**src/orf_pkg.sv**
```systemverilog
`timescale 1ns / 1ps
// ----------------------------------------------------------------------------
// orf_pkg
// Shared types and constants of the overwrite-oldest ring FIFO.
// ----------------------------------------------------------------------------
package orf_pkg;

  localparam int CNT_W = 5;
  localparam int WORD_W = 32;

  typedef enum logic [1:0] {
    OP_PUSH = 2'd0,
    OP_POP  = 2'd1,
    OP_PEEK = 2'd2
  } opcode_t;

  typedef struct packed {
    opcode_t            opcode;
    logic signed [31:0] push_value;
  } in_t;

  typedef struct packed {
    logic signed [31:0] read_value;
    logic               underflow;
    logic               overwrote;
    logic [CNT_W-1:0]   count;
    logic               is_empty;
    logic               is_full;
  } out_t;

  // status of one transaction, handed from the pointer logic to the output side
  typedef struct packed {
    logic             rd;
    logic             underflow;
    logic             overwrote;
    logic [CNT_W-1:0] count;
    logic             is_empty;
    logic             is_full;
  } status_t;

endpackage

```
**src/orf_mem.sv**
```systemverilog
`timescale 1ns / 1ps
`default_nettype none
// ----------------------------------------------------------------------------
// orf_mem
// Word store of the ring FIFO: one write and one read port, registered read.
// ----------------------------------------------------------------------------
module orf_mem #(
  parameter int DEPTH      = 16,
  parameter int DATA_WIDTH = 32
) (
  input  wire logic                         clk,
  input  wire logic                         we,
  input  wire logic [$clog2(DEPTH)-1:0]     waddr,
  input  wire logic [DATA_WIDTH-1:0]        wdata,
  input  wire logic                         re,
  input  wire logic [$clog2(DEPTH)-1:0]     raddr,
  output logic      [DATA_WIDTH-1:0]        rdata_r
);

  logic [DATA_WIDTH-1:0] mem [DEPTH];

  always_ff @(posedge clk) begin
    if (we) begin
      mem[waddr] <= wdata;
    end
  end

  // read data holds until the next read
  always_ff @(posedge clk) begin
    if (re) begin
      rdata_r <= mem[raddr];
    end
  end

endmodule
`default_nettype wire

```
**src/orf_ctrl.sv**
```systemverilog
`timescale 1ns / 1ps
`default_nettype none
// ----------------------------------------------------------------------------
// orf_ctrl
// Head, tail, count and capacity registers; issues the memory accesses.
// ----------------------------------------------------------------------------
module orf_ctrl
  import orf_pkg::*;
#(
  parameter int DEPTH = 16
) (
  input  wire logic                     clk,
  input  wire logic                     rst_n,
  input  wire logic                     cfg_we,
  input  wire logic [CNT_W-1:0]         cfg_capacity,
  input  wire logic                     op_valid,
  input  wire opcode_t                  op,
  output logic                          mem_we,
  output logic [$clog2(DEPTH)-1:0]      mem_waddr,
  output logic                          mem_re,
  output logic [$clog2(DEPTH)-1:0]      mem_raddr,
  output status_t                       stat
);

  localparam int AW = $clog2(DEPTH);
  localparam int CMP_W = ((AW > CNT_W) ? AW : CNT_W) + 1;
  localparam int CAP_LIM = (DEPTH > 31) ? 31 : DEPTH;
  localparam int CAP_RST = (DEPTH > 16) ? 16 : DEPTH;

  logic [AW-1:0]    head_r, head_nxt;
  logic [AW-1:0]    tail_r, tail_nxt;
  logic [CNT_W-1:0] cnt_r, cnt_nxt;
  logic [CNT_W-1:0] cap_r, cap_nxt;
  logic [AW-1:0]    head_adv, tail_adv;

  function automatic logic [AW-1:0] advance(input logic [AW-1:0] idx,
                                            input logic [CNT_W-1:0] cap);
    logic [CMP_W-1:0] nx;
    nx = CMP_W'(idx) + CMP_W'(1);
    return (nx >= CMP_W'(cap)) ? '0 : nx[AW-1:0];
  endfunction

  // clamp the written capacity into 1..DEPTH, and to at most 31
  always_comb begin
    if (cfg_capacity == '0) begin
      cap_nxt = CNT_W'(1);
    end else if (cfg_capacity > CNT_W'(CAP_LIM)) begin
      cap_nxt = CNT_W'(CAP_LIM);
    end else begin
      cap_nxt = cfg_capacity;
    end
  end

  assign head_adv = advance(head_r, cap_r);
  assign tail_adv = advance(tail_r, cap_r);

  always_comb begin
    head_nxt       = head_r;
    tail_nxt       = tail_r;
    cnt_nxt        = cnt_r;
    mem_we         = 1'b0;
    mem_re         = 1'b0;
    stat.rd        = 1'b0;
    stat.underflow = 1'b0;
    stat.overwrote = 1'b0;
    case (op) inside
      OP_PUSH: begin
        mem_we   = op_valid;
        tail_nxt = tail_adv;
        if (cnt_r < cap_r) begin
          cnt_nxt = cnt_r + CNT_W'(1);
        end else begin
          head_nxt       = head_adv;
          stat.overwrote = 1'b1;
        end
      end
      OP_POP, OP_PEEK: begin
        if (cnt_r == '0) begin
          stat.underflow = 1'b1;
        end else begin
          stat.rd = 1'b1;
          mem_re  = op_valid;
          if (op == OP_POP) begin
            head_nxt = head_adv;
            cnt_nxt  = cnt_r - CNT_W'(1);
          end
        end
      end
      default: begin
      end
    endcase
    stat.count    = cnt_nxt;
    stat.is_empty = (cnt_nxt == '0);
    stat.is_full  = (cnt_nxt == cap_r);
  end

  assign mem_waddr = tail_r;
  assign mem_raddr = head_r;

  always_ff @(posedge clk) begin
    if (!rst_n) begin
      head_r <= '0;
      tail_r <= '0;
      cnt_r  <= '0;
      cap_r  <= CNT_W'(CAP_RST);
    end else if (cfg_we) begin
      head_r <= '0;
      tail_r <= '0;
      cnt_r  <= '0;
      cap_r  <= cap_nxt;
    end else if (op_valid) begin
      head_r <= head_nxt;
      tail_r <= tail_nxt;
      cnt_r  <= cnt_nxt;
    end
  end

endmodule
`default_nettype wire

```
**src/overwrite_ring_fifo_unit.sv**
```systemverilog
`timescale 1ns / 1ps
`default_nettype none
// ----------------------------------------------------------------------------
// overwrite_ring_fifo_unit
// Circular FIFO of signed words that overwrites its oldest entry when full.
// ----------------------------------------------------------------------------
// Input transactions (in_valid/in_ready, in_data) carry a push, pop or peek;
// each gives one status transaction on out_valid/out_ready/out_data.
// A push stores at the tail; on a full buffer it replaces the oldest entry
// and flags overwrote. Pop and peek return the oldest word, or 0 with
// underflow set when the buffer is empty.
// The cfg channel writes the capacity (clamped to 1..DEPTH, at most 31) and
// empties the buffer; it is always ready and is meant to be used while the unit is idle.
// The accepting edge updates the pointers and registers the memory read;
// the output register loads from that stage once it is free or being read.
// Throughput: one transaction per cycle while the receiver takes results;
// the pointers update at accept, so back-to-back items see each other's
// effect without waiting.
// When the receiver stalls, the output register and the stage behind it
// fill and in_ready drops; no transaction is lost.
// Reset empties the buffer and sets the capacity to 16 (or DEPTH if smaller);
// stored words are not cleared and no pass over the memory is needed.
// ----------------------------------------------------------------------------
module overwrite_ring_fifo_unit
  import orf_pkg::*;
#(
  parameter int DEPTH      = 16,
  parameter int DATA_WIDTH = 32
) (
  input  wire logic             clk,
  input  wire logic             rst_n,
  input  wire logic             in_valid,
  output logic                  in_ready,
  input  wire in_t              in_data,
  output logic                  out_valid,
  input  wire logic             out_ready,
  output out_t                  out_data,
  input  wire logic             cfg_valid,
  output logic                  cfg_ready,
  input  wire logic [CNT_W-1:0] cfg_data
);

  localparam int AW = $clog2(DEPTH);

  logic                  in_fire;
  logic                  cfg_fire;
  logic                  mem_we, mem_re;
  logic [AW-1:0]         mem_waddr, mem_raddr;
  logic [DATA_WIDTH-1:0] mem_wdata, mem_rdata;
  logic [WORD_W-1:0]     rd_word;
  status_t               stat;
  status_t               s1_stat_r;
  logic                  s1_valid_r;
  logic                  s1_go;
  logic                  out_valid_r;
  out_t                  out_data_r, out_data_nxt;

  assign cfg_ready = 1'b1;
  assign cfg_fire  = cfg_valid & cfg_ready;
  assign in_fire   = in_valid & in_ready;

  orf_ctrl #(
    .DEPTH (DEPTH)
  ) u_ctrl (
    .clk          (clk),
    .rst_n        (rst_n),
    .cfg_we       (cfg_fire),
    .cfg_capacity (cfg_data),
    .op_valid     (in_fire),
    .op           (in_data.opcode),
    .mem_we       (mem_we),
    .mem_waddr    (mem_waddr),
    .mem_re       (mem_re),
    .mem_raddr    (mem_raddr),
    .stat         (stat)
  );

  orf_mem #(
    .DEPTH      (DEPTH),
    .DATA_WIDTH (DATA_WIDTH)
  ) u_mem (
    .clk     (clk),
    .we      (mem_we),
    .waddr   (mem_waddr),
    .wdata   (mem_wdata),
    .re      (mem_re),
    .raddr   (mem_raddr),
    .rdata_r (mem_rdata)
  );

  // fit the word into the stored width; a narrower store is sign-extended back out
  generate
    if (DATA_WIDTH > WORD_W) begin : g_wide
      assign mem_wdata = {{(DATA_WIDTH - WORD_W){1'b0}}, in_data.push_value};
      assign rd_word   = mem_rdata[WORD_W-1:0];
    end else if (DATA_WIDTH == WORD_W) begin : g_equal
      assign mem_wdata = in_data.push_value;
      assign rd_word   = mem_rdata;
    end else begin : g_narrow
      assign mem_wdata = in_data.push_value[DATA_WIDTH-1:0];
      assign rd_word   = {{(WORD_W - DATA_WIDTH){mem_rdata[DATA_WIDTH-1]}}, mem_rdata};
    end
  endgenerate

  assign s1_go    = s1_valid_r & (~out_valid_r | out_ready);
  assign in_ready = ~s1_valid_r | s1_go;

  always_comb begin
    out_data_nxt.read_value = s1_stat_r.rd ? rd_word : '0;
    out_data_nxt.underflow  = s1_stat_r.underflow;
    out_data_nxt.overwrote  = s1_stat_r.overwrote;
    out_data_nxt.count      = s1_stat_r.count;
    out_data_nxt.is_empty   = s1_stat_r.is_empty;
    out_data_nxt.is_full    = s1_stat_r.is_full;
  end

  always_ff @(posedge clk) begin
    if (!rst_n) begin
      s1_valid_r  <= 1'b0;
      out_valid_r <= 1'b0;
    end else begin
      if (in_fire) begin
        s1_valid_r <= 1'b1;
      end else if (s1_go) begin
        s1_valid_r <= 1'b0;
      end
      if (s1_go) begin
        out_valid_r <= 1'b1;
      end else if (out_ready) begin
        out_valid_r <= 1'b0;
      end
    end
  end

  always_ff @(posedge clk) begin
    if (in_fire) begin
      s1_stat_r <= stat;
    end
    if (s1_go) begin
      out_data_r <= out_data_nxt;
    end
  end

  assign out_valid = out_valid_r;
  assign out_data  = out_data_r;

endmodule
`default_nettype wire
```
**config.mk**
```make
export PLATFORM = sky130hd
export DESIGN_NAME = overwrite_ring_fifo_unit
export DESIGN_NICKNAME = d
export VERILOG_FILES = /design/src/orf_pkg.sv /design/src/orf_mem.sv /design/src/orf_ctrl.sv /design/src/overwrite_ring_fifo_unit.sv
export SDC_FILE = /design/constraint.sdc
export NUM_CORES = 1
export LEC_CHECK = 0
export BUFFER_PORTS_ARGS = -buffer_cell sky130_fd_sc_hd__clkbuf_2
export CAP_MARGIN = 10
export CORE_MARGIN = 5
export CORE_UTILIZATION = 69
export CTS_BUF_LIST = sky130_fd_sc_hd__clkbuf_8
export DETAILED_ROUTE_END_ITERATION = 12
export PLACE_DENSITY = 0.95
export SYNTH_ARGS = -nofsm -noshare
export SYNTH_HDL_FRONTEND = slang
export SYNTH_SLANG_ARGS = --single-unit
```
**constraint.sdc**
```tcl
create_clock -name clk -period 7.11 [get_ports clk]
set_input_delay 0.711 -clock clk [delete_from_list [all_inputs] [get_ports clk]]
set_output_delay 0.711 -clock clk [all_outputs]
set_load 0.02 [all_outputs]
```
==> impl_metrics.ini <==
[status]
status = completed

[clock_network]
cts_setup_buffers = 0
cts.reportedPaths.clkPinSlew_ps = 60
clk_path_buf_depth = 3
cts_hold_buf = 0
cts_root_buffer = clkbuf_8
cts.repair.resized = 0
clkLatencyLatePin_ps = 660
numCtsBuffers = 91
cts_tree = built
htree_levels = 3
cts_num_sinks = 615

[cells_and_area]
drive_gt1_share_pct = 32.1
antenna_cells = 0
nets = 1278
mostFrequentLayoutCells = edfxtp_1, mux4_2, clkbuf_8
final_common_cell = edfxtp_1
instances_no_fill = 1728
utilization_pct = 78.9
area_growth_pct = 12.5
fin_area_um2 = 26500
nFillCells = 1520

[logic_synthesis]
synth_top_cell_by_area = edfxtp_1
synthTopCellsByArea = edfxtp_1, mux4_2, dfxtp_1
netlist_instances = 1050
synth_area_um2 = 23600
ys_warn_count = 0
synth_seq_cells = 615
ys_async_sr_fraction_pct = 0
syn-num-nets = 1118
yosysSeqAreaShare_pct = 77.5
yosysTopAreaCellShare_pct = 75.8
post_synth.cell_area_avg_um2 = 22.4
ys_types = 52
ys.flop_type = edfxtp_1
synth_edf_count = 595

[detailed_routing]
wl_per_cell_um = 31.0
via_count = 11752
drtIter0Drc = 1424
drtPass1Iterations = 5
via_per_inst = 6.80
ant_nets = 0
totalWireLength_um = 53600
drc_errors = 0

[sta]
fin_skew_ps = 24.6
final-setup-viol-count = 0
fin_hold_ws_ps = 356
fmax_mhz = 297
fin_ws_ps = 3750
hold_viol_final = 0
period_needed_ps = 3360
max_slew_margin_pct = 12.5
rsz0062_at_grt = false
fin_crit_sh_pct = 47.3
worst_pin_slew_ps = 1310
fin_setup_tns_ps = 0
drv_slew = 0

[critical_path]
cpMaxStageDelayCell = dfxtp_4
rr_startpoint = u_ctrl.mem_raddr[0]
path_max_fanout = 51
path_class = flop to flop
path_cells = buf_4, mux4_2, mux4_2
end_kind = flop
timing.critical_path.mode_cell = mux4_2
max_stage_delay_ps = 990
cp.required_ps = 7480
critPathArrivalTime_ps = 3730
cp-startpoint = u_ctrl.mem_raddr[0]
critPathLaunchType = flop

[min_path]
min_path_type = primary input to flop
hold_start = in_valid

[die]
die_h_um = 195
pin_count = 88
rows = 67
die-area_um2 = 38000
die_w_um = 195
start_util_pct = 70.1
core-area_um2 = 33600

[placed_design]
gp_congestion = 0.815
post-place-cells = 1553
port_buffers = 86
pre_cts_slack_ps = 3620
dp_hpwl_um = 29300
place_area_um2 = 24600

[global_route]
grt_pass1_vias = 12077
overflow = 0
grt_pass1_wl_um = 76600
antenna_found_initial = 1
grt_start_max_net_pins = 74
track_usage_pct = 27.8

[power]
p_total_mw = 6.83
peakVddDrop_mv = 0.214
powerDensity_nw_per_um2 = 258
power_leakage_nw = 8.56

[job]
max_cap_viol_count = 0
==> where the power goes <==
part	switching [mW]	internal (mW)	total (mW)	leakage (nW)
clock network	1.31	1.31	2.62	0.974
registers	0.0155	4.00	4.02	5.56
logic	0.128	0.0635	0.191	2.03
total	1.46	5.38	6.83	8.56
==> final timing paths <==
kind | depth (start not counted) | endpoint | slack [ps]
worst max-delay path | 3 | u_mem.rdata_r[18] | 3750
worst min-delay path | 3 | s1_valid_r | 360
worst max register to register | 3 | u_mem.rdata_r[18] | 3750
worst min register to register | 0 | out_data[7] | 420
==> Yosys cell counts, drive strengths merged, types with 2 or more instances <==
library cell,number
o21ai,12
ha,24
and2,37
nor2,27
a21o,2
xor2,2
o21a,4
nand2b,8
a22o,3
a21oi,9
inv,17
and3,2
o31a,2
nand3,8
nand4,2
clkbuf,26
mux2i,4
nor2b,8
dfxtp,20
edfxtp,595
mux4,160
nand2,21
a2111oi,2
xnor2,9
buf,21
nor3,8
a211oi,2
==> cell families after synthesis <==
logic type	count (synthesis)	synth area share, %
flops	615	77.5
mux	165	15.5
simple gates	127	2.87
buf+inv	64	1.11
compound gates	43	1.31
fa+ha+maj	24	1.27
xor+xnor	11	0.409
other cells	1	0.0159
==> flip-flops by register name, summed over array words and instances (netlist names) <==
name,flops
u_ctrl.mem_waddr,4
s1_stat_r,1
out_valid,1
out_data,41
out_data_nxt,9
u_mem.rdata_r,32
u_ctrl.cap_r,5
u_ctrl.cnt_r,5
u_mem.mem,512
s1_valid_r,1
u_ctrl.mem_raddr,4
==> per-layer routing <==
layer	wire length, um	GRT usage, %	up-vias
li1	-	-	4707
met1	18800	36.6	6040
met2	28300	46.9	866
met3	4690	5.85	137
met4	1760	10.7	2
met5	14	0	-
==> worst max-delay path, delay by kind of cell (launching register included) <==
family / cells / cell delay (ps)
DFF: 1 / 990
muxes: 2 / 1130
buffers and inverters: 1 / 900
==> final cells by class <==
class                   instances  area [um2]  area share [%]
clock inverters                68         335            1.26
multi-input cells             371        5160            19.5
inverters                      17        63.8           0.241
repair buffers                114         815            3.07
well taps                     448         561            2.11
clock buffers                  95        1310            4.93
flip-flops and latches        615       18300            68.9
Power figures use the tool's default switching activity.
